[src/design/ess_pkg.sv]
package ess_pkg;

  localparam logic [7:0] ESC = 8'h1B;

  // op queue between front and back
  localparam int QDEPTH = 4;
  localparam int QAW    = $clog2(QDEPTH);
  localparam int QCW    = $clog2(QDEPTH + 1);

  typedef enum logic [1:0] {
    TK_BYTE,  // byte still subject to query matching
    TK_BYP,   // byte of an attached chunk, goes straight out
    TK_END    // end of one input beat
  } tok_kind_t;

  // front -> back
  typedef struct packed {
    tok_kind_t  kind;
    logic [7:0] data;
    logic       att;
    logic       chunk_end;
  } op_t;

  // attributes stage -> cursor stage
  typedef struct packed {
    tok_kind_t  kind;
    logic [7:0] data;
    logic       chunk_end;
    logic       attr_seen;
  } tok_t;

  // ESC [ ? 9 0 0 1 h
  function automatic logic [7:0] mode_char(input logic [2:0] i);
    logic [7:0] c;
    unique case (i)
      3'd0:    c = ESC;
      3'd1:    c = 8'h5B;
      3'd2:    c = 8'h3F;
      3'd3:    c = 8'h39;
      3'd4:    c = 8'h30;
      3'd5:    c = 8'h30;
      3'd6:    c = 8'h31;
      default: c = 8'h68;
    endcase
    return c;
  endfunction

  // ESC [ c
  function automatic logic [7:0] attr_char(input logic [1:0] i);
    logic [7:0] c;
    unique case (i)
      2'd0:    c = ESC;
      2'd1:    c = 8'h5B;
      default: c = 8'h63;
    endcase
    return c;
  endfunction

  // ESC [ 6 n
  function automatic logic [7:0] cursor_char(input logic [1:0] i);
    logic [7:0] c;
    unique case (i)
      2'd0:    c = ESC;
      2'd1:    c = 8'h5B;
      2'd2:    c = 8'h36;
      default: c = 8'h6E;
    endcase
    return c;
  endfunction

endpackage

[src/design/ess_front.sv]
module ess_front (
  input  logic          clk,
  input  logic          rst,
  input  logic          in_valid,
  output logic          in_ready,
  input  logic [7:0]    in_data,
  input  logic          in_attached,
  input  logic          in_chunk_end,
  output logic          op_valid,
  input  logic          op_ready,
  output ess_pkg::op_t  op
);

  logic [2:0] mode_progress;
  logic       attached_latch;
  logic       mid_chunk;

  // release job: prefix bytes, then the byte itself, then an end marker
  logic [2:0] pfx;
  logic [2:0] idx;
  logic       byte_en;
  logic       end_pend;
  logic [7:0] cur_byte;
  logic       cur_chunk_end;

  logic busy;
  logic in_pfx;
  logic accept;
  logic hit;
  logic att_now;

  assign in_pfx   = idx < pfx;
  assign busy     = in_pfx | byte_en | end_pend;
  assign in_ready = !busy || (op_ready && !in_pfx && !byte_en);
  assign accept   = in_valid && in_ready;
  assign hit      = in_data == ess_pkg::mode_char(mode_progress);
  assign att_now  = mid_chunk ? attached_latch : in_attached;

  assign op_valid = busy;

  always_comb begin
    op.att       = attached_latch;
    op.chunk_end = cur_chunk_end;
    if (in_pfx) begin
      op.kind = ess_pkg::TK_BYTE;
      op.data = ess_pkg::mode_char(idx);
    end else if (byte_en) begin
      op.kind = ess_pkg::TK_BYTE;
      op.data = cur_byte;
    end else begin
      op.kind = ess_pkg::TK_END;
      op.data = 8'h00;
    end
  end

  always_ff @(posedge clk) begin
    if (rst) begin
      mode_progress  <= 3'd0;
      attached_latch <= 1'b0;
      mid_chunk      <= 1'b0;
      pfx            <= 3'd0;
      idx            <= 3'd0;
      byte_en        <= 1'b0;
      end_pend       <= 1'b0;
    end else begin
      if (op_valid && op_ready) begin
        if (in_pfx) begin
          idx <= idx + 3'd1;
        end else if (byte_en) begin
          byte_en <= 1'b0;
        end else begin
          end_pend <= 1'b0;
        end
      end
      if (accept) begin
        attached_latch <= att_now;
        mid_chunk      <= !in_chunk_end;
        idx            <= 3'd0;
        end_pend       <= 1'b1;
        if (hit) begin
          // a full match wraps to zero and the sequence is dropped
          mode_progress <= (mode_progress == 3'd7) ? 3'd0 : mode_progress + 3'd1;
          pfx           <= 3'd0;
          byte_en       <= 1'b0;
        end else begin
          pfx           <= mode_progress;
          byte_en       <= in_data != ess_pkg::ESC;
          mode_progress <= (in_data == ess_pkg::ESC) ? 3'd1 : 3'd0;
        end
      end
    end
  end

  always_ff @(posedge clk) begin
    if (accept) begin
      cur_byte      <= in_data;
      cur_chunk_end <= in_chunk_end;
    end
  end

endmodule

[src/design/ess_fifo.sv]
module ess_fifo (
  input  logic          clk,
  input  logic          rst,
  input  logic          push_valid,
  output logic          push_ready,
  input  ess_pkg::op_t  push_data,
  output logic          pop_valid,
  input  logic          pop_ready,
  output ess_pkg::op_t  pop_data
);

  ess_pkg::op_t mem [ess_pkg::QDEPTH];

  logic [ess_pkg::QAW-1:0] wr_ptr;
  logic [ess_pkg::QAW-1:0] rd_ptr;
  logic [ess_pkg::QCW-1:0] count;

  logic do_push;
  logic do_pop;

  assign push_ready = count != ess_pkg::QCW'(ess_pkg::QDEPTH);
  assign pop_valid  = count != '0;
  assign do_push    = push_valid && push_ready;
  assign do_pop     = pop_valid && pop_ready;
  assign pop_data   = mem[rd_ptr];

  always_ff @(posedge clk) begin
    if (rst) begin
      wr_ptr <= '0;
      rd_ptr <= '0;
      count  <= '0;
    end else begin
      if (do_push) begin
        wr_ptr <= ess_pkg::QAW'(wr_ptr + 1'b1);
      end
      if (do_pop) begin
        rd_ptr <= ess_pkg::QAW'(rd_ptr + 1'b1);
      end
      if (do_push && !do_pop) begin
        count <= count + 1'b1;
      end else if (do_pop && !do_push) begin
        count <= count - 1'b1;
      end
    end
  end

  always_ff @(posedge clk) begin
    if (do_push) begin
      mem[wr_ptr] <= push_data;
    end
  end

endmodule

[src/design/ess_back.sv]
module ess_back (
  input  logic          clk,
  input  logic          rst,
  input  logic          op_valid,
  output logic          op_ready,
  input  ess_pkg::op_t  op,
  output logic          out_valid,
  input  logic          out_ready,
  output logic [7:0]    out_byte,
  output logic          byte_valid,
  output logic          reply_attributes,
  output logic          reply_cursor,
  output logic          run_last
);

  typedef struct packed {
    logic [7:0] data;
    logic       valid;
    logic       ra;
    logic       rc;
  } res_t;

  // ---------------- attributes stage ----------------
  logic [1:0]    attr_progress;
  logic          attr_seen;
  logic [1:0]    a_pfx;
  logic [1:0]    a_idx;
  logic          a_tail_en;
  ess_pkg::tok_t a_tail;

  logic          a_in_pfx;
  logic          a_busy;
  logic          a_emit;
  logic          a_last;
  logic          a_pop;
  logic          a_hit;
  ess_pkg::tok_t a_tok;

  // token register between the two matchers
  logic          mid_valid;
  ess_pkg::tok_t mid;
  logic          mid_pop;

  assign a_in_pfx = a_idx < a_pfx;
  assign a_busy   = a_in_pfx | a_tail_en;
  assign a_emit   = a_busy && (!mid_valid || mid_pop);
  assign a_last   = a_emit && (a_tail_en ? !a_in_pfx : (3'(a_idx) + 3'd1 == 3'(a_pfx)));
  assign op_ready = !a_busy || a_last;
  assign a_pop    = op_valid && op_ready;
  assign a_hit    = op.data == ess_pkg::attr_char(attr_progress);

  always_comb begin
    if (a_in_pfx) begin
      a_tok.kind      = ess_pkg::TK_BYTE;
      a_tok.data      = ess_pkg::attr_char(a_idx);
      a_tok.chunk_end = 1'b0;
      a_tok.attr_seen = 1'b0;
    end else begin
      a_tok = a_tail;
    end
  end

  always_ff @(posedge clk) begin
    if (rst) begin
      attr_progress <= 2'd0;
      attr_seen     <= 1'b0;
      a_pfx         <= 2'd0;
      a_idx         <= 2'd0;
      a_tail_en     <= 1'b0;
    end else begin
      if (a_emit) begin
        if (a_in_pfx) begin
          a_idx <= a_idx + 2'd1;
        end else begin
          a_tail_en <= 1'b0;
        end
      end
      if (a_pop) begin
        a_idx <= 2'd0;
        case (op.kind)
          ess_pkg::TK_END: begin
            a_tail_en <= 1'b1;
            if (op.chunk_end) begin
              // partial query goes on unchanged
              a_pfx         <= attr_progress;
              attr_progress <= 2'd0;
              attr_seen     <= 1'b0;
            end else begin
              a_pfx <= 2'd0;
            end
          end
          default: begin
            if (op.att) begin
              a_pfx     <= 2'd0;
              a_tail_en <= 1'b1;
            end else if (a_hit) begin
              a_pfx     <= 2'd0;
              a_tail_en <= 1'b0;
              if (attr_progress == 2'd2) begin
                attr_progress <= 2'd0;
                attr_seen     <= 1'b1;
              end else begin
                attr_progress <= attr_progress + 2'd1;
              end
            end else begin
              a_pfx         <= attr_progress;
              a_tail_en     <= op.data != ess_pkg::ESC;
              attr_progress <= (op.data == ess_pkg::ESC) ? 2'd1 : 2'd0;
            end
          end
        endcase
      end
    end
  end

  always_ff @(posedge clk) begin
    if (a_pop) begin
      a_tail.data      <= op.data;
      a_tail.chunk_end <= op.chunk_end;
      a_tail.attr_seen <= attr_seen && op.chunk_end;
      if (op.kind == ess_pkg::TK_END) begin
        a_tail.kind <= ess_pkg::TK_END;
      end else if (op.att) begin
        a_tail.kind <= ess_pkg::TK_BYP;
      end else begin
        a_tail.kind <= ess_pkg::TK_BYTE;
      end
    end
  end

  always_ff @(posedge clk) begin
    if (rst) begin
      mid_valid <= 1'b0;
    end else if (a_emit) begin
      mid_valid <= 1'b1;
    end else if (mid_pop) begin
      mid_valid <= 1'b0;
    end
  end

  always_ff @(posedge clk) begin
    if (a_emit) begin
      mid <= a_tok;
    end
  end

  // ---------------- cursor stage ----------------
  logic [1:0] cursor_progress;
  logic       cursor_seen;
  logic [1:0] c_pfx;
  logic [1:0] c_idx;
  logic       c_byte_en;
  logic [7:0] c_byte;
  logic       c_flag_en;
  logic       c_ra;
  logic       c_rc;
  logic       c_done_en;

  logic       c_in_pfx;
  logic       c_busy;
  logic [2:0] c_rem;
  logic       step_ok;
  logic       c_step;
  logic       c_last;
  logic       c_hit;

  logic       hold_valid;
  res_t       hold;
  logic       res_en;
  res_t       res;
  logic       done_ev;

  assign c_in_pfx = c_idx < c_pfx;
  assign c_busy   = c_in_pfx | c_byte_en | c_flag_en | c_done_en;
  assign c_rem    = (c_in_pfx ? 3'(c_pfx - c_idx) : 3'd0) + 3'(c_byte_en) + 3'(c_flag_en)
                    + 3'(c_done_en);
  assign step_ok  = !hold_valid || !out_valid || out_ready;
  assign c_step   = c_busy && step_ok;
  assign c_last   = c_step && (c_rem == 3'd1);
  assign mid_pop  = mid_valid && (!c_busy || c_last);
  assign c_hit    = mid.data == ess_pkg::cursor_char(cursor_progress);

  always_comb begin
    res_en  = 1'b0;
    done_ev = 1'b0;
    res     = '0;
    if (c_step) begin
      if (c_in_pfx) begin
        res_en     = 1'b1;
        res.data   = ess_pkg::cursor_char(c_idx);
        res.valid  = 1'b1;
      end else if (c_byte_en) begin
        res_en     = 1'b1;
        res.data   = c_byte;
        res.valid  = 1'b1;
      end else if (c_flag_en) begin
        res_en     = 1'b1;
        res.ra     = c_ra;
        res.rc     = c_rc;
      end else begin
        done_ev    = 1'b1;
      end
    end
  end

  always_ff @(posedge clk) begin
    if (rst) begin
      cursor_progress <= 2'd0;
      cursor_seen     <= 1'b0;
      c_pfx           <= 2'd0;
      c_idx           <= 2'd0;
      c_byte_en       <= 1'b0;
      c_flag_en       <= 1'b0;
      c_done_en       <= 1'b0;
    end else begin
      if (c_step) begin
        if (c_in_pfx) begin
          c_idx <= c_idx + 2'd1;
        end else if (c_byte_en) begin
          c_byte_en <= 1'b0;
        end else if (c_flag_en) begin
          c_flag_en <= 1'b0;
        end else begin
          c_done_en <= 1'b0;
        end
      end
      if (mid_pop) begin
        c_idx     <= 2'd0;
        c_pfx     <= 2'd0;
        c_byte_en <= 1'b0;
        c_flag_en <= 1'b0;
        c_done_en <= 1'b0;
        case (mid.kind)
          ess_pkg::TK_BYP: begin
            c_byte_en <= 1'b1;
          end
          ess_pkg::TK_END: begin
            c_done_en <= 1'b1;
            if (mid.chunk_end) begin
              c_pfx           <= cursor_progress;
              cursor_progress <= 2'd0;
              c_flag_en       <= mid.attr_seen | cursor_seen;
              cursor_seen     <= 1'b0;
            end
          end
          default: begin
            if (c_hit) begin
              if (cursor_progress == 2'd3) begin
                cursor_progress <= 2'd0;
                cursor_seen     <= 1'b1;
              end else begin
                cursor_progress <= cursor_progress + 2'd1;
              end
            end else begin
              c_pfx           <= cursor_progress;
              c_byte_en       <= mid.data != ess_pkg::ESC;
              cursor_progress <= (mid.data == ess_pkg::ESC) ? 2'd1 : 2'd0;
            end
          end
        endcase
      end
    end
  end

  always_ff @(posedge clk) begin
    if (mid_pop) begin
      c_byte <= mid.data;
      c_ra   <= mid.attr_seen;
      c_rc   <= cursor_seen;
    end
  end

  // ---------------- output ----------------
  // one result is held back until the next one, or the end of the beat,
  // shows whether it is the last of its input
  always_ff @(posedge clk) begin
    if (rst) begin
      out_valid  <= 1'b0;
      hold_valid <= 1'b0;
    end else begin
      if (out_valid && out_ready) begin
        out_valid <= 1'b0;
      end
      if (res_en) begin
        if (hold_valid) begin
          out_valid <= 1'b1;
        end
        hold_valid <= 1'b1;
      end else if (done_ev && hold_valid) begin
        out_valid  <= 1'b1;
        hold_valid <= 1'b0;
      end
    end
  end

  always_ff @(posedge clk) begin
    if (res_en) begin
      hold <= res;
    end
    if ((res_en || done_ev) && hold_valid) begin
      out_byte         <= hold.data;
      byte_valid       <= hold.valid;
      reply_attributes <= hold.ra;
      reply_cursor     <= hold.rc;
      run_last         <= done_ev;
    end
  end

endmodule

[src/design/escape_sequence_stripper.sv]
// Strips ESC[?9001h from a terminal byte stream, and while no client is
// attached also ESC[c and ESC[6n, flagging the replies owed at chunk end.
// A front stage runs the mode matcher and turns each input beat into byte
// ops plus one end marker; a four-entry op queue feeds a back stage where
// the attributes and cursor matchers run in cascade and results are
// registered. In the front an input beat issues a byte op and then an end
// marker when its byte is passed on, and only the end marker when its byte
// is held or deleted, with the bytes of a held mode prefix released on a
// mismatch issued as byte ops ahead of them. The back takes one op per
// cycle while the output is not stalled and no released query byte or
// reply flag result is being issued. Output m_axis_tlast marks the last
// result of an input beat; a beat that releases no bytes and flags
// nothing yields no output beat.
module escape_sequence_stripper (
  input  logic       clk,
  input  logic       rst,
  input  logic       s_axis_tvalid,
  output logic       s_axis_tready,
  input  logic [7:0] s_axis_tdata,   // [7:0] data_byte
  input  logic       s_axis_tuser,   // [0] client_attached
  input  logic       s_axis_tlast,   // chunk_end
  output logic       m_axis_tvalid,
  input  logic       m_axis_tready,
  output logic [7:0] m_axis_tdata,   // [7:0] out_byte
  output logic [2:0] m_axis_tuser,   // [0] byte_valid, [1] reply_attributes, [2] reply_cursor
  output logic       m_axis_tlast    // run_last
);

  logic         f_valid;
  logic         f_ready;
  ess_pkg::op_t f_op;
  logic         q_valid;
  logic         q_ready;
  ess_pkg::op_t q_op;

  ess_front u_front (
    .clk          (clk),
    .rst          (rst),
    .in_valid     (s_axis_tvalid),
    .in_ready     (s_axis_tready),
    .in_data      (s_axis_tdata),
    .in_attached  (s_axis_tuser),
    .in_chunk_end (s_axis_tlast),
    .op_valid     (f_valid),
    .op_ready     (f_ready),
    .op           (f_op)
  );

  ess_fifo u_fifo (
    .clk        (clk),
    .rst        (rst),
    .push_valid (f_valid),
    .push_ready (f_ready),
    .push_data  (f_op),
    .pop_valid  (q_valid),
    .pop_ready  (q_ready),
    .pop_data   (q_op)
  );

  ess_back u_back (
    .clk              (clk),
    .rst              (rst),
    .op_valid         (q_valid),
    .op_ready         (q_ready),
    .op               (q_op),
    .out_valid        (m_axis_tvalid),
    .out_ready        (m_axis_tready),
    .out_byte         (m_axis_tdata),
    .byte_valid       (m_axis_tuser[0]),
    .reply_attributes (m_axis_tuser[1]),
    .reply_cursor     (m_axis_tuser[2]),
    .run_last         (m_axis_tlast)
  );

endmodule

[config.mk]
export PLATFORM = sky130hd
export DESIGN_NAME = escape_sequence_stripper
export DESIGN_NICKNAME = d
export VERILOG_FILES = /design/src/design/ess_pkg.sv /design/src/design/ess_front.sv /design/src/design/ess_fifo.sv /design/src/design/ess_back.sv /design/src/design/escape_sequence_stripper.sv
export SDC_FILE = /design/constraint.sdc
export NUM_CORES = 1
export LEC_CHECK = 0
export BUFFER_PORTS_ARGS = -buffer_cell sky130_fd_sc_hd__buf_2
export CORE_MARGIN = 3
export CORE_UTILIZATION = 39
export CTS_CLUSTER_DIAMETER = 60
export CTS_CLUSTER_SIZE = 28
export DETAILED_ROUTE_END_ITERATION = 8
export PLACE_DENSITY = 0.63
export RECOVER_POWER = 50
export REMOVE_ABC_BUFFERS = 1
export SYNTH_ARGS = -nofsm -noshare
export SYNTH_HDL_FRONTEND = slang
export SYNTH_SLANG_ARGS = --single-unit
[constraint.sdc]
create_clock -name clk -period 4 [get_ports clk]
set_clock_uncertainty 0.1 [all_clocks]
set_input_delay 0.6 -clock clk [delete_from_list [all_inputs] [get_ports clk]]
set_output_delay 0.6 -clock clk [all_outputs]
set_load 0.02 [all_outputs]
==> impl_results.html <==
<table>
<tr><th>Metric</th><th>Value</th></tr>
<tr><th colspan="2">Run status</th></tr>
<tr><td>Outcome</td><td>finished with violations</td></tr>
<tr><td>Violations in the final reports</td><td>max-capacitance violations, max-slew violations</td></tr>
<tr><th colspan="2">Synth</th></tr>
<tr><td>Cell count after synthesis</td><td>558</td></tr>
<tr><td>Ys Warns</td><td>0</td></tr>
<tr><td>Post-synthesis instance area</td><td>0.00697 mm2</td></tr>
<tr><td>Most common flop cell mapped by yosys</td><td>sky130_fd_sc_hd__edfxtp_1</td></tr>
<tr><td>Count leader, synth</td><td>sky130_fd_sc_hd__edfxtp_1</td></tr>
<tr><td>Post-synth EDFFs</td><td>110</td></tr>
<tr><td>Post-synthesis async set-or-reset flop share</td><td>0%</td></tr>
<tr><td>Proportion of synthesized chip area in sequential cells</td><td>59.7%</td></tr>
<tr><td>Most frequent cells after synthesis</td><td>110 x sky130_fd_sc_hd__edfxtp_1, 50 x sky130_fd_sc_hd__nor2_1, 43 x sky130_fd_sc_hd__dfxtp_1</td></tr>
<tr><td>Cell taking the most area after synthesis</td><td>sky130_fd_sc_hd__edfxtp_1</td></tr>
<tr><td>Mean Syn Cell Area</td><td>~12 um2</td></tr>
<tr><td>Largest cells by area after synthesis</td><td>sky130_fd_sc_hd__edfxtp_1 47%, sky130_fd_sc_hd__dfxtp_1 12%, sky130_fd_sc_hd__ha_1 6.6%</td></tr>
<tr><td>Portion of synthesized cell area occupied by the leading cell type</td><td>47.4%</td></tr>
<tr><td>Count of state elements after synthesis</td><td>153</td></tr>
<tr><td>Unique masters post-synth</td><td>65</td></tr>
<tr><th colspan="2">Power</th></tr>
<tr><td>Worst supply voltage drop on vdd</td><td>357 uV</td></tr>
<tr><td>Reported leakage power</td><td>around 2.8 nW</td></tr>
<tr><td>Power after layout</td><td>0.00481 W</td></tr>
<tr><td>Portion of total power attributed to sequential cells</td><td>46.1%</td></tr>
<tr><td>Switch Pwr</td><td>0.00135 W</td></tr>
<tr><td>Share of power burned in combinational logic</td><td>20.1%</td></tr>
<tr><td>Clock share of power</td><td>33.8%</td></tr>
<tr><td>Total power divided by cell area</td><td>603 mW/mm2</td></tr>
<tr><td>Switching Share</td><td>between 20% and 30%</td></tr>
<tr><td>Internal power consumption</td><td>about 0.0035 W</td></tr>
<tr><th colspan="2">Route</th></tr>
<tr><td>Violation count after the first detailed-routing iteration</td><td>197</td></tr>
<tr><td>Overall via count from detail_route</td><td>4379</td></tr>
<tr><td>Post-detailed-routing wire length</td><td>12700 um</td></tr>
<tr><td>Drt via density</td><td>5.21</td></tr>
<tr><td>DRC errors left</td><td>0</td></tr>
<tr><td>Number of routed nets with antenna violations</td><td>0</td></tr>
<tr><td>Average wire length per cell after detail routing</td><td>15.1 um</td></tr>
<tr><td>Iteration count of the initial detailed-routing pass</td><td>4</td></tr>
<tr><th colspan="2">GRT</th></tr>
<tr><td>Overflow after GRT</td><td>0</td></tr>
<tr><td>Antenna violations before repair</td><td>0</td></tr>
<tr><td>First-pass GRT wire length</td><td>approximately 21000 um</td></tr>
<tr><td>Global Route Usage Sum</td><td>13.7%</td></tr>
<tr><td>Via count of the first global-routing pass</td><td>~4500</td></tr>
<tr><td>Maximum number of pins on one net before global-route repair</td><td>26</td></tr>
<tr><th colspan="2">Setup path</th></tr>
<tr><td>Launch instance of the worst register-to-register path</td><td>u_back.c_pfx[0]</td></tr>
<tr><td>Worst setup path category</td><td>reg -&gt; reg</td></tr>
<tr><td>Ordered cell list for the critical path</td><td>inv_1, ha_1, inv_2, fa_2, nand2b_1, fa_1, inv_1, ha_2, fa_1, nor3b_1, a22oi_2, nand2_2, o21ai_2, ha_2, inv_1, fa_2, xor2_1, or3_1, a21oi_1</td></tr>
<tr><td>Crit. End Element</td><td>register</td></tr>
<tr><td>Cell repeated most along the worst path</td><td>sky130_fd_sc_hd__inv_1</td></tr>
<tr><td>Slowest-stage cell, CP</td><td>sky130_fd_sc_hd__fa_1</td></tr>
<tr><td>Critical path origin</td><td>u_back.c_pfx[0]</td></tr>
<tr><td>Critical path launch point type</td><td>register</td></tr>
<tr><td>Cell family with most CP delay</td><td>adder cells</td></tr>
<tr><td>Delay of the slowest cell on the worst path</td><td>0.50 ns</td></tr>
<tr><td>Crit path required time</td><td>4.26 ns</td></tr>
<tr><td>Register-to-register setup slack</td><td>0.13 ns</td></tr>
<tr><td>Signal arrival time at the worst endpoint</td><td>4.13 ns</td></tr>
<tr><td>Buf+Inv Stages, Crit Path</td><td>4</td></tr>
<tr><td>Maximum fanout encountered on the critical timing path</td><td>3</td></tr>
<tr><th colspan="2">Finish</th></tr>
<tr><td>Layout Area Growth over Synthesis</td><td>14.6%</td></tr>
<tr><td>Filler Cells Inserted</td><td>1616</td></tr>
<tr><td>Diodes inserted</td><td>0</td></tr>
<tr><td>Post-route cell area</td><td>around 0.0080 mm2</td></tr>
<tr><td>Fraction of layout instances using a drive strength above 1</td><td>11.9%</td></tr>
<tr><td>Count of placed standard cells in the final layout, fillers left out</td><td>approximately 840</td></tr>
<tr><td>Net count reported at finish</td><td>roughly 660</td></tr>
<tr><th colspan="2">Clocking</th></tr>
<tr><td>Number of hold buffers added after CTS</td><td>0</td></tr>
<tr><td>Level count of the clock H-tree</td><td>4</td></tr>
<tr><td>Clock transition time at the flip-flop clock pins of the worst setup and hold paths</td><td>0.06 ns</td></tr>
<tr><td>CTS root buffer</td><td>sky130_fd_sc_hd__clkbuf_16</td></tr>
<tr><td>Clock sink count</td><td>roughly 150</td></tr>
<tr><td>Clock tree from TritonCTS</td><td>yes</td></tr>
<tr><td>Largest buffer count on any clock path</td><td>2</td></tr>
<tr><td>Insertion delay of the later-clocked pin in the worst-skew pair</td><td>0.43 ns</td></tr>
<tr><td>TritonCTS buffer count</td><td>17</td></tr>
<tr><th colspan="2">Die</th></tr>
<tr><td>Starting density of the core</td><td>40.0%</td></tr>
<tr><td>Die Outline Area</td><td>0.0195 mm2</td></tr>
<tr><td>Core Rows</td><td>48</td></tr>
<tr><td>Die X-Extent</td><td>140 um</td></tr>
<tr><td>Area of the core</td><td>0.0174 mm2</td></tr>
<tr><td>Die height</td><td>140 um</td></tr>
<tr><td>Ports placed on the boundary</td><td>28</td></tr>
<tr><th colspan="2">Placement</th></tr>
<tr><td>Placement Cell Area</td><td>between 0.007 and 0.008 mm2</td></tr>
<tr><td>Number of port buffers</td><td>27</td></tr>
<tr><td>Routability Congestion</td><td>0.839</td></tr>
<tr><td>Cells after DPL</td><td>808</td></tr>
<tr><td>Post-DP HPWL</td><td>between 8000 and 9000 um</td></tr>
<tr><th colspan="2">Timing</th></tr>
<tr><td>RSZ-0062 raised after global routing</td><td>true</td></tr>
<tr><td>Final-report max-slew violation count</td><td>9</td></tr>
<tr><td>Number of setup violations in the final report</td><td>0</td></tr>
<tr><td>Slew of the pin with the lowest slew margin</td><td>1.63 ns</td></tr>
<tr><td>Final critical-path share of the clock period</td><td>96.8%</td></tr>
<tr><td>Worst slew margin relative to its limit</td><td>-11.6%</td></tr>
<tr><td>Maximum clock frequency</td><td>0.258 GHz</td></tr>
<tr><td>Final Critical Period</td><td>slightly below 4 ns</td></tr>
<tr><td>Final Hold Fails</td><td>0</td></tr>
<tr><th colspan="2">Min path</th></tr>
<tr><td>Worst hold path class</td><td>in -&gt; reg</td></tr>
<tr><td>Worst hold path startpoint</td><td>s_axis_tlast</td></tr>
<tr><th colspan="2">Run</th></tr>
<tr><td>Max Cap Violations</td><td>1</td></tr>
</table>
[routing by layer]
| layer | track usage, % | vias up | share of wire, % |
|---|---|---|---|
| li1 | - | 2123 | - |
| met1 | 14.7 | 2127 | 41 |
| met2 | 24.4 | 101 | 52 |
| met3 | 3.61 | 28 | 4.0 |
| met4 | 7.34 | 0 | 3.4 |
| met5 | 0 | - | 0 |
[per-stage QoR]
| step | hold WS [ns] | setup TNS (ns) | utilization (%) | setup slack (ns) |
|---|---|---|---|---|
| finish | 0.260 | 0 | 45.9 | 0.128 |
| detailed placement | 0.305 | -0.0830 | 42.6 | -0.0830 |
| floorplan | 0.300 | -0.115 | - | -0.115 |
| global route | 0.253 | -0.0770 | 45.9 | -0.0770 |
| CTS | 0.242 | 0 | 46.1 | 0.0138 |
| global placement | 0.301 | 0 | 42.6 | 0.0259 |
[placed cells by master, fill, tap and decap left out, types with 7 or more instances in the layout]
cell                        count
sky130_fd_sc_hd__o21ai_0       15
sky130_fd_sc_hd__xor2_1         7
sky130_fd_sc_hd__nand2b_1       8
sky130_fd_sc_hd__clkbuf_16     17
sky130_fd_sc_hd__nor3_1        21
sky130_fd_sc_hd__nor2_1        50
sky130_fd_sc_hd__dfxtp_1       42
sky130_fd_sc_hd__and2_0         7
sky130_fd_sc_hd__buf_4         16
sky130_fd_sc_hd__inv_1         36
sky130_fd_sc_hd__edfxtp_1     110
sky130_fd_sc_hd__nand3_1       12
sky130_fd_sc_hd__clkbuf_1      25
sky130_fd_sc_hd__a21oi_1       35
sky130_fd_sc_hd__nand2_1       36
sky130_fd_sc_hd__ha_1          35
sky130_fd_sc_hd__or3_1          7
sky130_fd_sc_hd__xnor2_1        9
sky130_fd_sc_hd__mux2i_1        7
[timing repair]
action                     4_1_cts  5_1_grt
setup buffers                    0        1
gates resized for setup          6        1
pin swaps                        8        5
setup endpoints to repair        1        1
[flip-flops by register name, indices dropped and copies added (netlist names), 3 cells and up, named ones only]
register               cells
u_front.mode_progress      3
u_front.cur_byte           8
u_fifo.mem                44
u_front.idx                3
u_fifo.count               3
u_back.c_byte              8
u_front.pfx                3
u_back.hold               11
u_back.a_tail             12
u_back.out_byte            8
u_back.mid                12
[cell families (layout without fill, tap and decap cells)]
| logic type | Yosys count | count (layout) | share of synthesized area [%] |
|---|---|---|---|
| simple gates | 184 | 184 | 13.5 |
| flops | 153 | 153 | 59.7 |
| compound gates | 87 | 87 | 8.51 |
| buf+inv | 58 | 116 | 3.46 |
| fa+ha+maj | 41 | 41 | 7.79 |
| mux | 19 | 19 | 5.04 |
| xor+xnor | 16 | 16 | 2.01 |
[worst paths after layout]
check / end / depth (start not counted)
worst min register to register: u_back.reply_cursor / 0
worst min-delay path: u_front.mid_chunk / 2
worst max-delay path: u_fifo.count[2] / 19
worst max register to register: u_fifo.count[2] / 19
[power by group through the flow]
stage               Combinational (W)  Sequential [W]  Clock, W
floorplan                    0.000684         0.00221         0
global placement             0.000929         0.00224         0
detailed placement           0.000958         0.00225         0
CTS                          0.000973         0.00222   0.00167
global route                  0.00108         0.00225   0.00173
finish                       0.000968         0.00222   0.00162
[area by class of cell]
type | instances | area (um2) | share of cell area, %
sequential | 153 | 4170 | 52.1
multi-input combinational | 347 | 2560 | 32.0
clock buffer | 18 | 429 | 5.37
tap | 225 | 282 | 3.52
timing repair buffer | 46 | 240 | 3.01
clock inverter | 14 | 169 | 2.11
inverter | 38 | 143 | 1.79
[worst reg2reg max path, delay by kind of cell (launching register included)]
| family | cells | cell delay, ns |
|---|---|---|
| AO/OA/AOI/OAI | 3 | 0.45 |
| XOR/XNOR | 1 | 0.15 |
| adder cells (fa/ha/maj) | 7 | 2.04 |
| buffers and inverters | 4 | 0.19 |
| flip-flops | 1 | 0.32 |
| AND/OR/NAND/NOR | 4 | 0.56 |
Note: power is estimated with default switching activity, not from simulation.
